<file path="config.mk">
export PLATFORM = sky130hd
export DESIGN_NAME = packet_loss_rate_window
export DESIGN_NICKNAME = d
export VERILOG_FILES = /design/src/hdl/plrw_pkg.sv /design/src/hdl/plrw_ctrl.sv /design/src/hdl/plrw_dp.sv /design/src/hdl/packet_loss_rate_window.sv
export VERILOG_INCLUDE_DIRS = /design/src /design/src/hdl
export SDC_FILE = /design/constraint.sdc
export NUM_CORES = 1
export LEC_CHECK = 0
export BUFFER_PORTS_ARGS = -buffer_cell sky130_fd_sc_hd__clkbuf_2
export CAP_MARGIN = 20
export CORE_ASPECT_RATIO = 0.75
export CORE_MARGIN = 2
export CORE_UTILIZATION = 45
export CTS_CLUSTER_DIAMETER = 30
export DETAILED_ROUTE_END_ITERATION = 12
export GPL_TIMING_DRIVEN = 0
export PLACE_DENSITY = 0.59
export SYNTH_ARGS = -nofsm -noshare
export SYNTH_HDL_FRONTEND = slang
export SYNTH_SLANG_ARGS = --single-unit
</file>
<file path="constraint.sdc">
create_clock -name i_clk -period 24.7 [get_ports i_clk]
set_input_delay 4.94 -clock i_clk [delete_from_list [all_inputs] [get_ports i_clk]]
set_output_delay 4.94 -clock i_clk [all_outputs]
set_load 0.01 [all_outputs]
</file>
<file path="src/hdl/packet_loss_rate_window_macros.svh">
// Assertion macros for the packet loss rate window block.
// Used by the top level only; relies on i_clk and i_rst_n in the including scope.
`ifndef PACKET_LOSS_RATE_WINDOW_MACROS_SVH
`define PACKET_LOSS_RATE_WINDOW_MACROS_SVH

// Same-cycle implication, checked on every clock edge outside reset.
`define PLRW_ASSERT_NOW(label, cond, expr, msg) \
    label: assert property (@(posedge i_clk) disable iff (!i_rst_n) \
        (cond) |-> (expr)) else $error(msg);

// Next-cycle implication, checked on every clock edge outside reset.
`define PLRW_ASSERT_NEXT(label, cond, expr, msg) \
    label: assert property (@(posedge i_clk) disable iff (!i_rst_n) \
        (cond) |=> (expr)) else $error(msg);

`endif

</file>
<file path="src/hdl/plrw_pkg.sv">
// Shared widths, constants and types for the packet loss rate window block.
// No dependencies; imported by plrw_ctrl, plrw_dp and packet_loss_rate_window.
`default_nettype none

package plrw_pkg;

    localparam int SEQ_W      = 16;
    localparam int RATE_W     = 16;
    localparam int CNT_W      = 32;
    localparam int WIN_W      = 16;
    localparam int CYC_W      = SEQ_W + 1;
    localparam int CFG_IDX_W  = 2;
    localparam int CFG_DATA_W = CYC_W;
    localparam int MAX_STEPS  = (SEQ_W > RATE_W) ? SEQ_W : RATE_W;
    localparam int STEP_W     = $clog2(MAX_STEPS);

    localparam logic [CFG_IDX_W-1:0] REG_CYCLE_SIZE  = CFG_IDX_W'(0);
    localparam logic [CFG_IDX_W-1:0] REG_WINDOW_SIZE = CFG_IDX_W'(1);

    localparam logic [CYC_W-1:0] CYC_MAX   = CYC_W'(1) << SEQ_W;
    localparam logic [WIN_W-1:0] WIN_RESET = WIN_W'(100);

    typedef enum logic [2:0] {
        S_IDLE,
        S_MOD,
        S_UPD,
        S_LOAD,
        S_DIV,
        S_DONE
    } t_state;

    typedef struct packed {
        logic accept;
        logic step;
        logic update;
        logic load_div;
        logic load_out;
    } t_cmd;

    typedef struct packed {
        logic ignore;
        logic close;
        logic out_free;
    } t_status;

endpackage

`default_nettype wire

</file>
<file path="src/hdl/plrw_ctrl.sv">
// Controller state machine for the packet loss rate window block.
// Depends on plrw_pkg; drives commands to plrw_dp and reads its status.
`default_nettype none

module plrw_ctrl (
    input  wire logic              i_clk,
    input  wire logic              i_rst_n,
    input  wire logic              i_in_valid,
    input  wire plrw_pkg::t_status i_status,
    output plrw_pkg::t_cmd         o_cmd,
    output logic                   o_in_stall
);
    import plrw_pkg::*;

    t_state              r_state, n_state;
    logic [STEP_W-1:0]   r_step_cnt, n_step_cnt;

    always_ff @(posedge i_clk) begin
        if (!i_rst_n) begin
            r_state    <= S_IDLE;
            r_step_cnt <= '0;
        end else begin
            r_state    <= n_state;
            r_step_cnt <= n_step_cnt;
        end
    end

    always_comb begin
        n_state    = r_state;
        n_step_cnt = r_step_cnt;
        o_cmd      = '0;
        o_in_stall = 1'b1;
        case (r_state)
            S_IDLE: begin
                o_in_stall = 1'b0;
                if (i_in_valid) begin
                    o_cmd.accept = 1'b1;
                    n_step_cnt   = '0;
                    if (!i_status.ignore) begin
                        n_state = S_MOD;
                    end
                end
            end
            S_MOD: begin
                o_cmd.step = 1'b1;
                n_step_cnt = r_step_cnt + STEP_W'(1);
                if (r_step_cnt == STEP_W'(SEQ_W - 1)) begin
                    n_state = S_UPD;
                end
            end
            S_UPD: begin
                o_cmd.update = 1'b1;
                n_state = i_status.close ? S_LOAD : S_IDLE;
            end
            S_LOAD: begin
                o_cmd.load_div = 1'b1;
                n_step_cnt     = '0;
                n_state        = S_DIV;
            end
            S_DIV: begin
                o_cmd.step = 1'b1;
                n_step_cnt = r_step_cnt + STEP_W'(1);
                if (r_step_cnt == STEP_W'(RATE_W - 1)) begin
                    n_state = S_DONE;
                end
            end
            S_DONE: begin
                // Wait until the output register is empty or being emptied.
                if (i_status.out_free) begin
                    o_cmd.load_out = 1'b1;
                    n_state        = S_IDLE;
                end
            end
            default: begin
                n_state = S_IDLE;
            end
        endcase
    end

endmodule

`default_nettype wire

</file>
<file path="src/hdl/plrw_dp.sv">
// Datapath of the packet loss rate window block: configuration, window
// counters, a shared shift-subtract divider and the output register. Uses plrw_pkg.
`default_nettype none

module plrw_dp (
    input  wire logic                               i_clk,
    input  wire logic                               i_rst_n,
    input  wire logic                               i_cfg_we,
    input  wire logic [plrw_pkg::CFG_IDX_W-1:0]     i_cfg_index,
    input  wire logic [plrw_pkg::CFG_DATA_W-1:0]    i_cfg_data,
    input  wire logic [plrw_pkg::SEQ_W-1:0]         i_seq_number,
    input  wire logic                               i_out_stall,
    input  wire plrw_pkg::t_cmd                     i_cmd,
    output plrw_pkg::t_status                       o_status,
    output logic                                    o_out_valid,
    output logic [plrw_pkg::RATE_W-1:0]             o_loss_rate,
    output logic [plrw_pkg::CNT_W-1:0]              o_lost_count,
    output logic [plrw_pkg::CNT_W-1:0]              o_sent_count
);
    import plrw_pkg::*;

    logic [CYC_W-1:0]  r_cycle_size;
    logic [WIN_W-1:0]  r_window_size;
    logic [SEQ_W-1:0]  r_prev;
    logic [WIN_W-1:0]  r_fill;
    logic [CNT_W-1:0]  r_lost;
    logic [CNT_W-1:0]  r_sent;
    logic              r_out_valid;

    logic [SEQ_W-1:0]  r_val;
    logic [CNT_W-1:0]  r_rem;
    logic [SEQ_W-1:0]  r_dvd;
    logic [CNT_W-1:0]  r_dvsr;
    logic [RATE_W-1:0] r_quo;
    logic              r_zero;
    logic              r_sat;
    logic [CNT_W-1:0]  r_win_lost;
    logic [CNT_W-1:0]  r_win_sent;
    logic [RATE_W-1:0] r_out_rate;
    logic [CNT_W-1:0]  r_out_lost;
    logic [CNT_W-1:0]  r_out_sent;

    logic [CYC_W-1:0]  cyc_eff;
    logic [CNT_W:0]    shifted;
    logic [CNT_W:0]    diff;
    logic              ge;
    logic [SEQ_W-1:0]  prev_mod;
    logic [CYC_W-1:0]  gap;
    logic [CNT_W:0]    sum_sent;
    logic [CNT_W:0]    sum_lost;
    logic [CNT_W-1:0]  n_sent;
    logic [CNT_W-1:0]  n_lost;
    logic [WIN_W-1:0]  n_fill;
    logic [RATE_W-1:0] n_rate;

    assign cyc_eff = (r_cycle_size > CYC_MAX) ? CYC_MAX : r_cycle_size;

    // One restoring step: shift in the next dividend bit, subtract if it fits.
    assign shifted = {r_rem, r_dvd[SEQ_W-1]};
    assign ge      = shifted >= {1'b0, r_dvsr};
    assign diff    = shifted - {1'b0, r_dvsr};

    // The divider leaves previous_seq modulo the cycle size in its remainder.
    assign prev_mod = r_rem[SEQ_W-1:0];
    always_comb begin
        gap = {1'b0, r_val} - {1'b0, prev_mod};
        if (r_val < prev_mod) begin
            gap = gap + cyc_eff;
        end
    end

    assign sum_sent = {1'b0, r_sent} + (CNT_W + 1)'(gap);
    assign sum_lost = {1'b0, r_lost} + (CNT_W + 1)'(gap - CYC_W'(1));
    assign n_sent   = sum_sent[CNT_W] ? '1 : sum_sent[CNT_W-1:0];
    assign n_lost   = sum_lost[CNT_W] ? '1 : sum_lost[CNT_W-1:0];
    assign n_fill   = r_fill + WIN_W'(1);

    always_comb begin
        if (r_zero) begin
            n_rate = '0;
        end else if (r_sat) begin
            n_rate = '1;
        end else begin
            n_rate = r_quo;
        end
    end

    assign o_status.ignore   = {1'b0, i_seq_number} >= cyc_eff;
    assign o_status.close    = n_fill >= r_window_size;
    assign o_status.out_free = !r_out_valid || !i_out_stall;

    always_ff @(posedge i_clk) begin
        if (!i_rst_n) begin
            r_cycle_size  <= CYC_MAX;
            r_window_size <= WIN_RESET;
            r_prev        <= '0;
            r_fill        <= '0;
            r_lost        <= '0;
            r_sent        <= '0;
            r_out_valid   <= 1'b0;
        end else begin
            if (i_cfg_we) begin
                case (i_cfg_index)
                    REG_CYCLE_SIZE:  r_cycle_size  <= i_cfg_data;
                    REG_WINDOW_SIZE: r_window_size <= i_cfg_data[WIN_W-1:0];
                    default: ;
                endcase
            end
            if (i_cmd.update) begin
                r_prev <= r_val;
                r_fill <= n_fill;
                if (gap != '0) begin
                    r_sent <= n_sent;
                    r_lost <= n_lost;
                end
            end
            if (i_cmd.load_div) begin
                r_fill <= '0;
                r_lost <= '0;
                r_sent <= '0;
            end
            if (i_cmd.load_out) begin
                r_out_valid <= 1'b1;
            end else if (r_out_valid && !i_out_stall) begin
                r_out_valid <= 1'b0;
            end
        end
    end

    always_ff @(posedge i_clk) begin
        if (i_cmd.accept) begin
            r_val  <= i_seq_number;
            r_rem  <= '0;
            r_dvd  <= r_prev;
            r_dvsr <= CNT_W'(cyc_eff);
        end
        if (i_cmd.step) begin
            r_rem <= ge ? diff[CNT_W-1:0] : shifted[CNT_W-1:0];
            r_dvd <= r_dvd << 1;
            r_quo <= {r_quo[RATE_W-2:0], ge};
        end
        if (i_cmd.load_div) begin
            // A quotient of one or more does not fit the fraction and saturates.
            r_rem      <= r_lost;
            r_dvd      <= '0;
            r_dvsr     <= r_sent;
            r_zero     <= (r_sent == '0);
            r_sat      <= (r_lost >= r_sent);
            r_win_lost <= r_lost;
            r_win_sent <= r_sent;
        end
        if (i_cmd.load_out) begin
            r_out_rate <= n_rate;
            r_out_lost <= r_win_lost;
            r_out_sent <= r_win_sent;
        end
    end

    assign o_out_valid  = r_out_valid;
    assign o_loss_rate  = r_out_rate;
    assign o_lost_count = r_out_lost;
    assign o_sent_count = r_out_sent;

endmodule

`default_nettype wire

</file>
<file path="src/hdl/packet_loss_rate_window.sv">
// Top level of the packet loss rate window block: controller plus datapath.
// Depends on plrw_pkg, plrw_ctrl, plrw_dp and packet_loss_rate_window_macros.svh.
//
//   Channel   Handshake                 Payload
//   input     i_in_valid / o_in_stall   i_seq_number
//   output    o_out_valid / i_out_stall o_loss_rate, o_lost_count, o_sent_count
//   config    i_cfg_valid / o_cfg_ready i_cfg_index, i_cfg_data
//
// An ignored sequence number is accepted without leaving the idle state. Any other
// goes through the accept, 16 steps of the shared shift-subtract divider for the
// modulo of the previous number, and an update. A closing window adds a load,
// 16 divider steps for the rate, and the hand-off to the output register.
// If the output register still holds an earlier result at the hand-off, the
// controller waits there and the input stays stalled until that result is taken.
// Reset is synchronous and active low; configuration is always ready.
`default_nettype none
`include "packet_loss_rate_window_macros.svh"

module packet_loss_rate_window (
    input  wire logic                               i_clk,
    input  wire logic                               i_rst_n,
    input  wire logic                               i_in_valid,
    output logic                                    o_in_stall,
    input  wire logic [plrw_pkg::SEQ_W-1:0]         i_seq_number,
    output logic                                    o_out_valid,
    input  wire logic                               i_out_stall,
    output logic [plrw_pkg::RATE_W-1:0]             o_loss_rate,
    output logic [plrw_pkg::CNT_W-1:0]              o_lost_count,
    output logic [plrw_pkg::CNT_W-1:0]              o_sent_count,
    input  wire logic                               i_cfg_valid,
    output logic                                    o_cfg_ready,
    input  wire logic [plrw_pkg::CFG_IDX_W-1:0]     i_cfg_index,
    input  wire logic [plrw_pkg::CFG_DATA_W-1:0]    i_cfg_data
);
    import plrw_pkg::*;

    t_cmd    cmd;
    t_status status;
    logic    in_counted;

    assign o_cfg_ready = 1'b1;

    // A transaction on the input that is not ignored starts the divider.
    assign in_counted = i_in_valid && !o_in_stall && !status.ignore;

    plrw_ctrl u_ctrl (
        .i_clk      (i_clk),
        .i_rst_n    (i_rst_n),
        .i_in_valid (i_in_valid),
        .i_status   (status),
        .o_cmd      (cmd),
        .o_in_stall (o_in_stall)
    );

    plrw_dp u_dp (
        .i_clk        (i_clk),
        .i_rst_n      (i_rst_n),
        .i_cfg_we     (i_cfg_valid && o_cfg_ready),
        .i_cfg_index  (i_cfg_index),
        .i_cfg_data   (i_cfg_data),
        .i_seq_number (i_seq_number),
        .i_out_stall  (i_out_stall),
        .i_cmd        (cmd),
        .o_status     (status),
        .o_out_valid  (o_out_valid),
        .o_loss_rate  (o_loss_rate),
        .o_lost_count (o_lost_count),
        .o_sent_count (o_sent_count)
    );

    `PLRW_ASSERT_NEXT(a_busy_after_accept, in_counted, o_in_stall, "no stall after a number")
    `PLRW_ASSERT_NOW(a_load_into_free_slot, cmd.load_out, status.out_free, "load over a result")
    `PLRW_ASSERT_NEXT(a_load_sets_valid, cmd.load_out, o_out_valid, "loaded result not shown")
    `PLRW_ASSERT_NOW(a_lost_within_sent, o_out_valid, o_lost_count <= o_sent_count, "lost > sent")
    `PLRW_ASSERT_NOW(a_rate_needs_sent, o_out_valid && (o_loss_rate != '0), o_sent_count != '0, "rate, no sent")

endmodule

`default_nettype wire

</file>
# Word-level counts from Yosys, hierarchy flattened
# Index checks and enable logic that the tools add are counted.
dict set report word_totals {
  ff_bits 395
  out_inout_bits 83
  word_cells 102
}
dict set report classes {
  addsub 8
  n_lt_le_gt_ge 6
  n_eq_ne 12
  n_mux 32
  bitwise 1
  n_reduce_logical 21
}
# cell count
set op_table {}
lappend op_table {{two-way mux 32 bit} 8}
lappend op_table {{two-way mux 16 bit} 3}
lappend op_table {{two-way mux 17 bit} 2}
lappend op_table {{adder 32 x 17 -> 33 bit} 1}
lappend op_table {{adder 32 x 33 -> 33 bit} 1}
lappend op_table {{greater-or-equal comparator 33 x 32 -> 1 bit} 1}
lappend op_table {{greater-or-equal comparator 32 bit} 1}
lappend op_table {{logical NOT 32 bit} 1}
lappend op_table {{subtractor 32 bit} 1}
lappend op_table {{one-hot mux 3 bit (6 select lines)} 1}
lappend op_table {{subtractor 17 x 1 -> 18 bit, second input constant} 1}
lappend op_table {{adder 17 bit} 1}
lappend op_table {{greater-or-equal comparator 16 x 17 -> 1 bit} 1}
lappend op_table {{greater-than comparator 17 bit, second input constant} 1}
lappend op_table {{nonzero test 17 bit} 1}
lappend op_table {{subtractor 16 x 16 -> 17 bit} 1}
lappend op_table {{adder 16 x 1 -> 16 bit, second input constant} 1}
lappend op_table {{greater-or-equal comparator 16 bit} 1}
lappend op_table {{< comparator 16 bit} 1}
lappend op_table {{two-way mux 3 bit} 5}
lappend op_table {{one-hot mux 4 bit (3 select lines)} 1}
lappend op_table {{two-way mux 1 bit} 10}
lappend op_table {{AND reduction 2 bit} 4}
lappend op_table {{== test 3 x 2 -> 1 bit, second input constant} 2}
lappend op_table {{other kinds (19)} 29}

# Longest topological paths before layout
# Gate-level depths: netlist (run 1).
dict set report logic_depth {
  depth_word 7
  mapped_depth 35
}

# Hierarchy
# Synthesis (run 1) repeated with hierarchy kept, for this count alone.
dict set report hier_totals {
  cells_unflattened 2235
  area_unflattened_um2 22385.2
}
# module n_inst cells_each area_per_inst_um2 seq_area_each_um2
set by_module_without_submodules {}
lappend by_module_without_submodules {plrw_dp 1 2179 21934.8 10189.8}
lappend by_module_without_submodules {plrw_ctrl 1 54 439.2 140.1}
lappend by_module_without_submodules {packet_loss_rate_window 1 2 11.3 0.0}

# Least setup slack after synthesis (run 1)
# Ideal clock, no wire load.
dict set report synth_timing {
  path_type {input -> register}
  startpoint {input i_out_stall}
  endpoint {register u_dp.r_out_rate[0] (netlist: u_dp.o_loss_rate[0]) (enable)}
  setup_time_ns 0.545
  arrival_time_ns 8.834
  t_required_ns 24.155
  slack_ns 15.321
  stages 1
  path_buffers 0
  cell_sequence {a21oi_1}
}
dict set report synth_via {
  elab_chain_cells 4
}
# element line
set synth_lines {}
lappend synth_lines {{start: declaration} packet_loss_rate_window.sv:26} ;# input wire logic i_out_stall,
lappend synth_lines {{logical NOT 1 bit} plrw_dp.sv:90} ;# assign o_status.out_free = !r_out_valid || !i_out_stall;
lappend synth_lines {{logical OR 1 bit} plrw_dp.sv:90}
lappend synth_lines {{two-way mux 1 bit} plrw_ctrl.sv:69} ;# if (i_status.out_free) begin
lappend synth_lines {{two-way mux 1 bit} plrw_ctrl.sv:33} ;# case (r_state)
lappend synth_lines {{end signal: assignment} plrw_dp.sv:153} ;# r_out_rate <= n_rate;
lappend synth_lines {{end: declaration} plrw_dp.sv:39} ;# logic [RATE_W-1:0] r_out_rate;
# Every way passes these cells.
# A chain may end at the register's enable or synchronous reset.

# Worst setup path in the final report (run 1)
dict set report layout_timing {
  startpoint {register u_dp.r_cycle_size[9]}
  endpoint {register u_dp.r_lost[2]}
}
dict set report layout_via {
  elab_chain_cells 7
}
# element line
set layout_lines {}
lappend layout_lines {{start: declaration} plrw_dp.sv:22} ;# logic [CYC_W-1:0] r_cycle_size;
lappend layout_lines {{start signal: assignment} plrw_dp.sv:104} ;# REG_CYCLE_SIZE: r_cycle_size <= i_cfg_data;
lappend layout_lines {{greater-than comparator 17 bit} plrw_dp.sv:56} ;# assign cyc_eff = (r_cycle_size > CYC_MAX) ? CYC_MAX : r_cycle_size;
lappend layout_lines {{two-way mux 17 bit (*)} plrw_dp.sv:56}
lappend layout_lines {{adder 17 bit (*)} plrw_dp.sv:68} ;# gap = gap + cyc_eff;
lappend layout_lines {{two-way mux 17 bit (*)} plrw_dp.sv:67} ;# if (r_val < prev_mod) begin
lappend layout_lines {{subtractor 17 x 1 -> 18 bit} plrw_dp.sv:73} ;# assign sum_lost = {1'b0, r_lost} + (CNT_W + 1)'(gap - CYC_W'(1));
lappend layout_lines {{adder 32 x 33 -> 33 bit} plrw_dp.sv:73}
lappend layout_lines {{two-way mux 32 bit} plrw_dp.sv:75} ;# assign n_lost = sum_lost[CNT_W] ? '1 : sum_lost[CNT_W-1:0];
lappend layout_lines {{end signal: assignment} plrw_dp.sv:114} ;# r_lost <= n_lost;
lappend layout_lines {{end: declaration} plrw_dp.sv:26} ;# logic [CNT_W-1:0] r_lost;
# Every way passes the cells marked *; elsewhere a longest branch is shown, timed or not.

==> results.sh, run 1 <==
export IMPL_syn_avg_cell_area_um2=9.60
export IMPL_p_leak_nw=11.1
export IMPL_cts_tree="done"
export IMPL_cp_arrival_ns=9.54
export IMPL_cellPowerDensity_nw_per_um2=143
export IMPL_power_switching_mw=1.68
export IMPL_r2r_start="u_dp.r_cycle_size[9]$_SDFFE_PN0P_"
export IMPL_die_h_um=200
export IMPL_drv_cap=0
export IMPL_cts_setup_buffers=0
export IMPL_multi_input_area_um2=11800
export IMPL_clkLatencyLatePin_ns=0.63
export IMPL_overflow=0
export IMPL_synthArstFlopShare=0
export IMPL_max_slew_margin=0.321
export IMPL_synth_edf_count=242
export IMPL_ys_seq_elements=395
export IMPL_syn2layout_area_growth_pct=18.8
export IMPL_track_usage=0.255
export IMPL_ys_seq_area_frac=0.447
export IMPL_grt_pass1_wl_um=105000
export IMPL_first_pass_iters=6
export IMPL_hold_viol=0
export IMPL_routedWlPerCell_um=20.5
export IMPL_synth_cells=2410
export IMPL_drtAntennaViolNets=0
export IMPL_synth_area_um2=23100
export IMPL_slowest_delay_ns=0.68
export IMPL_cp_required_ns=25.18
export IMPL_status="completed"
export IMPL_cp_slowest_cell="o41ai_4"
export IMPL_grt_max_degree=45
export IMPL_ctsHoldBuffers=0
export IMPL_fin_crit_sh=0.367
export IMPL_seqCellArea_um2=10300
export IMPL_setup_violations=0
export IMPL_drv_slew=0
export IMPL_layout_commonest_cell="nand2_1"
export IMPL_hp_class="reg2reg"
export IMPL_worst_path_buf_inv=3
export IMPL_route_detailed_drc=0
export IMPL_clock_sinks=395
export IMPL_tightest_slew_ns=1.02
export IMPL_worst_setup_path_start_kind="flop"
export IMPL_synth_ff_type="edfxtp_1"
export IMPL_critPathCaptureType="flop"
export IMPL_rows=71
export IMPL_cts_resized=0
export IMPL_nFillCells=4528
export IMPL_layout_nets=2837
export IMPL_rsz0062_at_grt="no"
export IMPL_drive_above_1_share=0.127
export IMPL_pwr_share_comb=0.489
export IMPL_ys_warn_count=0
export IMPL_total_power_mw=3.94
export IMPL_root_buffer="clkbuf_16"
export IMPL_synth_distinct_cells=109
export IMPL_cts_path_max_buffers=3
export IMPL_max_freq_mhz=110
export IMPL_initial_core_util=0.458
export IMPL_worstSetupPathType="reg2reg"
export IMPL_antenna_found_initial=1
export IMPL_hold_path_startpoint="u_dp.r_win_lost[14]$_DFFE_PP_"
export IMPL_grt_pass1_vias=18300
export IMPL_io_buffers=120
export IMPL_pwr_share_seq=0.233
export IMPL_fin_crit_ns=9.05
export IMPL_vdd_ir_drop_max_v=0.0000720
export IMPL_pin_count=123
export IMPL_numCtsBuffers=78
export IMPL_cp_max_fo=10
export IMPL_gp_congestion=0.913
export IMPL_die_area_um2=53300
export IMPL_cts_reportedPaths_clkPinSlew_ns=0.05
export IMPL_final_cell_mix="nand2_1 (269), edfxtp_1 (242), nor2_1 (185), ha_1 (176), a21oi_1 (166)"
export IMPL_via_count=19400
export IMPL_startpoint="u_dp.r_cycle_size[9]$_SDFFE_PN0P_"
export IMPL_hpwlAfterDp_um=52800
export IMPL_swShare=0.428
export IMPL_fin_skew_ns=0.0408
export IMPL_drt_iter0_drc=1777
export IMPL_vias_per_cell=5.82
export IMPL_die_w_um=266
export IMPL_syn_nets=2631
export IMPL_clkPwrFrac=0.278
export IMPL_fp_coreArea_um2=50500
export IMPL_tns_ns=0
export IMPL_drt_total_wl_um=68600
export IMPL_critPathTopFamily="compound AO/OA/AOI/OAI gates"
export IMPL_h_tree_depth=3
export IMPL_p_int_mw=2.25
sequential cells by signal, indices dropped and copies added, names as in the netlist, 32 cells and up:
signal             count
u_dp.o_lost_count     32
u_dp.r_win_lost       32
u_dp.o_sent_count     32
u_dp.r_win_sent       32
u_dp.r_sent           32
u_dp.r_lost           32
u_dp.r_dvsr           32
u_dp.r_rem            32
power groups by stage:
stage          Sequential, mW  Clock [mW]  Combinational (mW)
2_1_floorplan           0.880           0                1.43
3_3_place_gp            0.925           0                1.84
3_5_place_dp            0.922           0                1.88
4_1_cts                 0.911        1.11                1.89
5_1_grt                 0.924        1.14                2.12
6_report                0.915        1.10                1.92
metal layers:
metal | up-vias | GRT usage | part of all wire
met5 | - | 0 | 0
met4 | 0 | 0.0716 | 0.023
met3 | 125 | 0.0467 | 0.076
met2 | 732 | 0.380 | 0.42
met1 | 9295 | 0.378 | 0.48
li1 | 9283 | - | -
cell type report:
class	instances	share of cell area
Timing Repair Buffer	126	0.0256
Buffer	101	0.0151
Clock buffer	89	0.0756
Clock inverter	56	0.0262
Tap cell	657	0.0299
Sequential cell	395	0.376
Multi-Input combinational cell	1760	0.431
Antenna cell	1	0.0000910
Inverter	154	0.0211
final timing paths:
kind / end / slack [ns] / depth (start not counted)
worst max-delay path: u_dp.r_lost[2]$_SDFFE_PP0P_ / 15.65 / 30
worst min-delay path: u_dp.o_lost_count[14]$_DFFE_PP_ / 0.41 / 0
worst max register to register: u_dp.r_lost[2]$_SDFFE_PP0P_ / 15.65 / 30
worst min register to register: u_dp.o_lost_count[14]$_DFFE_PP_ / 0.41 / 0
cell usage after synthesis, types with 6 or more instances:
cell | instances | area, um2
or2_2 | 10 | 62.6
a31oi_1 | 45 | 282
o21bai_1 | 16 | 120
xnor2_1 | 72 | 631
dfxtp_1 | 153 | 3060
edfxtp_1 | 242 | 7270
inv_1 | 150 | 563
clkbuf_1 | 76 | 285
o21a_1 | 21 | 158
nor3b_1 | 6 | 45.0
or3_1 | 16 | 100
o221a_1 | 24 | 270
o221a_2 | 7 | 78.8
a21oi_1 | 167 | 836
o211ai_1 | 18 | 135
and3_1 | 25 | 156
buf_2 | 10 | 50.1
nor2b_1 | 25 | 156
nor2_1 | 185 | 694
nor4_1 | 14 | 87.6
and2_1 | 21 | 131
a211oi_1 | 19 | 143
nand3_1 | 74 | 370
o21ai_0 | 125 | 626
ha_1 | 176 | 2200
nand2_1 | 270 | 1010
mux2i_1 | 24 | 240
nand4_1 | 25 | 156
buf_1 | 9 | 33.8
o31ai_1 | 10 | 75.1
a21boi_0 | 7 | 52.6
and4_1 | 7 | 61.3
mux2_2 | 6 | 67.6
nand3b_1 | 9 | 67.6
xor2_1 | 53 | 464
a311oi_1 | 6 | 52.6
or4_1 | 9 | 67.6
a32oi_1 | 8 | 70.1
nand2b_1 | 23 | 144
nor3_1 | 52 | 260
a21o_1 | 61 | 458
a41oi_1 | 7 | 61.3
worst reg2reg max path: cells and delay by family (launching register included):
| family | cells | cell delay (ns) |
|---|---|---|
| AO/OA/AOI/OAI | 14 | 3.99 |
| XOR/XNOR | 2 | 0.54 |
| adder cells (fa/ha/maj) | 2 | 0.51 |
| buffers and inverters | 3 | 0.78 |
| flip-flops | 1 | 0.40 |
| multiplexers | 1 | 0.48 |
| AND/OR/NAND/NOR | 8 | 2.19 |
stage by stage:
| stage | util | hold slack (ns) | cell area (um2) | setup WS, ns | cells |
|---|---|---|---|---|---|
| floorplan | - | 0.400 | 23100 | 15.32 | 2410 |
| global placement | 0.487 | 0.402 | 24600 | 13.57 | 3187 |
| detailed placement | 0.489 | 0.405 | 24700 | 15.82 | 3193 |
| CTS | 0.545 | 0.415 | 27500 | 15.75 | 3338 |
| global route | 0.545 | 0.421 | 27500 | 15.25 | 3338 |
| finish | 0.545 | 0.414 | 27500 | 15.65 | 3339 |
cells by family after synthesis:
| logic type | after synthesis | synth area share |
|---|---|---|
| AOI/OAI and AO/OA | 629 | 0.186 |
| xor gates and xnor gates | 125 | 0.0473 |
| adders and majority gates | 182 | 0.100 |
| buffers and inverters | 255 | 0.0429 |
| DFF | 395 | 0.447 |
| muxes | 31 | 0.0143 |
| other | 1 | 0.000162 |
| and+or+nand+nor | 792 | 0.163 |
Power figures use the tool's default switching activity.
==> run 2: changes to the inputs <==
- ABC_AREA: default -> 1
- PLACE_DENSITY: 0.59 -> 0.61
- clock period: 24.7 -> 7.69 ns (I/O delays scaled with it)
==> results.sh, run 2 <==
export IMPL_synthArstFlopShare=0
export IMPL_route_detailed_drc=0
export IMPL_gp_congestion=0.976
export IMPL_syn_nets=2799
export IMPL_root_buffer="clkbuf_16"
export IMPL_via_count=19200
export IMPL_first_pass_iters=6
export IMPL_drt_iter0_drc=2091
export IMPL_drt_total_wl_um=69600
export IMPL_tns_ns=0
export IMPL_synth_most_common_cell="nand2_1"
export IMPL_grt_max_degree=56
export IMPL_vdd_ir_drop_max_v=0.000186
export IMPL_cts_reportedPaths_clkPinSlew_ns=0.06
export IMPL_cp_max_fo=10
export IMPL_antenna_cells=0
export IMPL_clkLatencyLatePin_ns=0.61
export IMPL_postLayoutCellArea_um2=26900
export IMPL_synth_area_leaders="edfxtp_1 (32%), dfxtp_1 (14%), ha_1 (9.8%), nand2_1 (8.1%), inv_1 (5.4%)"
export IMPL_yosysTopAreaCellShare=0.323
export IMPL_die_w_um=262
export IMPL_ys_seq_area_frac=0.460
export IMPL_cp_arrival_ns=7.79
export IMPL_total_power_mw=12.6
export IMPL_numCtsBuffers=78
export IMPL_synth_cells=2578
export IMPL_setup_violations=0
export IMPL_worstSetupPathType="reg2reg"
export IMPL_layout_nets=3006
export IMPL_final_core_util=0.549
export IMPL_synth_area_um2=22500
export IMPL_max_slew_margin=0.268
export IMPL_ys_warn_count=0
export IMPL_clock_sinks=395
export IMPL_fin_crit_sh=0.948
export IMPL_critPathTopFamily="compound AO/OA/AOI/OAI gates"
export IMPL_cts_setup_buffers=0
export IMPL_status="completed"
export IMPL_worst_path_buf_inv=4
export IMPL_synth_largest_area_cell="edfxtp_1"
export IMPL_hpwlAfterDp_um=53800
export IMPL_place_worst_setup_slack_ns=0.541
export IMPL_hp_class="reg2reg"
export IMPL_io_buffers=121
export IMPL_drive_above_1_share=0.128
export IMPL_synth_ff_type="edfxtp_1"
export IMPL_drv_slew=0
export IMPL_placed_area_um2=24000
export IMPL_vias_per_cell=5.50
export IMPL_drtAntennaViolNets=0
export IMPL_syn_avg_cell_area_um2=8.71
export IMPL_final_cell_mix="nand2_1 (481), inv_1 (323), edfxtp_1 (242), a21oi_1 (208), o21ai_0 (199)"
export IMPL_die_area_um2=51700
export IMPL_max_freq_mhz=137
export IMPL_p_leak_nw=11.7
export IMPL_ys_seq_elements=395
export IMPL_critPathCaptureType="flop"
export IMPL_synth_cells_most_frequent="nand2_1 (482), inv_1 (325), edfxtp_1 (242), a21oi_1 (209), o21ai_0 (200)"
export IMPL_synth_distinct_cells=64
export IMPL_overflow=0
export IMPL_antenna_found_initial=3
export IMPL_fin_ws_ns=0.398
export IMPL_worst_setup_path_start_kind="flop"
export IMPL_grt_pass1_vias=18000
export IMPL_die_h_um=198
export IMPL_slowest_delay_ns=0.52
export IMPL_pin_count=123
export IMPL_fin_crit_ns=7.29
export IMPL_initial_core_util=0.458
export IMPL_tightest_slew_ns=1.09
export IMPL_rsz0062_at_grt="no"
export IMPL_rows=70
export IMPL_fp_coreArea_um2=49000
export IMPL_cts_path_max_buffers=3
export IMPL_synth_edf_count=242
export IMPL_cp_slowest_cell="edfxtp_1"
export IMPL_layout_commonest_cell="nand2_1"
export IMPL_cellPowerDensity_nw_per_um2=467
export IMPL_cp_required_ns=8.18
export IMPL_routedWlPerCell_um=19.9
export IMPL_crit_top_cell="nand2_1"
export IMPL_drv_cap=0
export IMPL_grt_pass1_wl_um=106000
export IMPL_ctsHoldBuffers=0
export IMPL_h_tree_depth=3
export IMPL_syn2layout_area_growth_pct=19.8
export IMPL_cts_tree="done"
export IMPL_track_usage=0.270
export IMPL_fin_skew_ns=0.0198
export IMPL_hold_viol=0
-- run 2: cell count changes after synthesis, sizes merged, moves of 42 or more --
cell / delta
o21ai: +92
inv: +187
a21o: -52
nand3: +42
a21oi: +44
nand2: +229
-- run 2: power by group --
group / internal [mW] / total [mW] / switching [mW]
logic: 1.96 / 5.84 / 3.88
clock network: 2.47 / 3.69 / 1.21
registers: 2.73 / 3.05 / 0.324
-- run 2: worst reg2reg max path: cells and delay by family (launching register included) --
family / cells / cell delay [ns]
DFF: 1 / 0.52
AOI/OAI and AO/OA: 10 / 2.56
buffers and inverters: 4 / 0.39
and+or+nand+nor: 18 / 1.88
xor gates and xnor gates: 1 / 0.38
adders and majority gates: 4 / 1.44
-- run 2: cells by family after synthesis --
kind of cell	count (synthesis)	share of synthesized area
compound gates	582	0.147
xor+xnor	109	0.0425
fa+ha+maj	181	0.102
buf+inv	409	0.0728
flops	395	0.460
other cells	1	0.000167
simple gates	901	0.175
-- run 2: cell type report --
cell class              count  area [um2]
clock inverters            51         697
multi-input cells        1774       10500
plain buffers              71         368
clock buffers              94        2190
fillers                  4422       22100
repair buffers            127         727
inverters                 338        1270
flip-flops and latches    395       10300
well taps                 648         811
-- run 2: per-layer routing --
metal | share of wire | vias up | track usage
li1 | - | 9259 | -
met3 | 0.088 | 88 | 0.0588
met4 | 0.020 | 0 | 0.0711
met5 | 0 | - | 0
met1 | 0.49 | 9146 | 0.414
met2 | 0.40 | 738 | 0.381
-- run 2: repair_timing --
action	in CTS	in global routing
hold endpoints to repair	0	0
gates resized for setup	0	2
endpoints found under the setup margin	0	30
-- run 2: path summary, 6_finish.rpt --
kind,cells past startpoint,slack [ns],to,from
hold reg to reg,0,0.42,u_dp.o_sent_count[5]$_DFFE_PP_,u_dp.r_win_sent[5]$_DFFE_PP_
setup / recovery,37,0.40,u_dp.r_lost[10]$_SDFFE_PP0P_,u_dp.r_rem[0]$_DFFE_PP_
setup reg to reg,37,0.40,u_dp.r_lost[10]$_SDFFE_PP0P_,u_dp.r_rem[0]$_DFFE_PP_
hold / removal,0,0.42,u_dp.o_sent_count[5]$_DFFE_PP_,u_dp.r_win_sent[5]$_DFFE_PP_
-- run 2: per-stage QoR --
| step | hold WS (ns) | cells |
|---|---|---|
| 2_1_floorplan | 0.400 | 2578 |
| 3_3_place_gp | 0.402 | 3347 |
| 3_5_place_dp | 0.405 | 3353 |
| 4_1_cts | 0.413 | 3498 |
| 5_1_grt | 0.417 | 3498 |
| 6_report | 0.415 | 3498 |
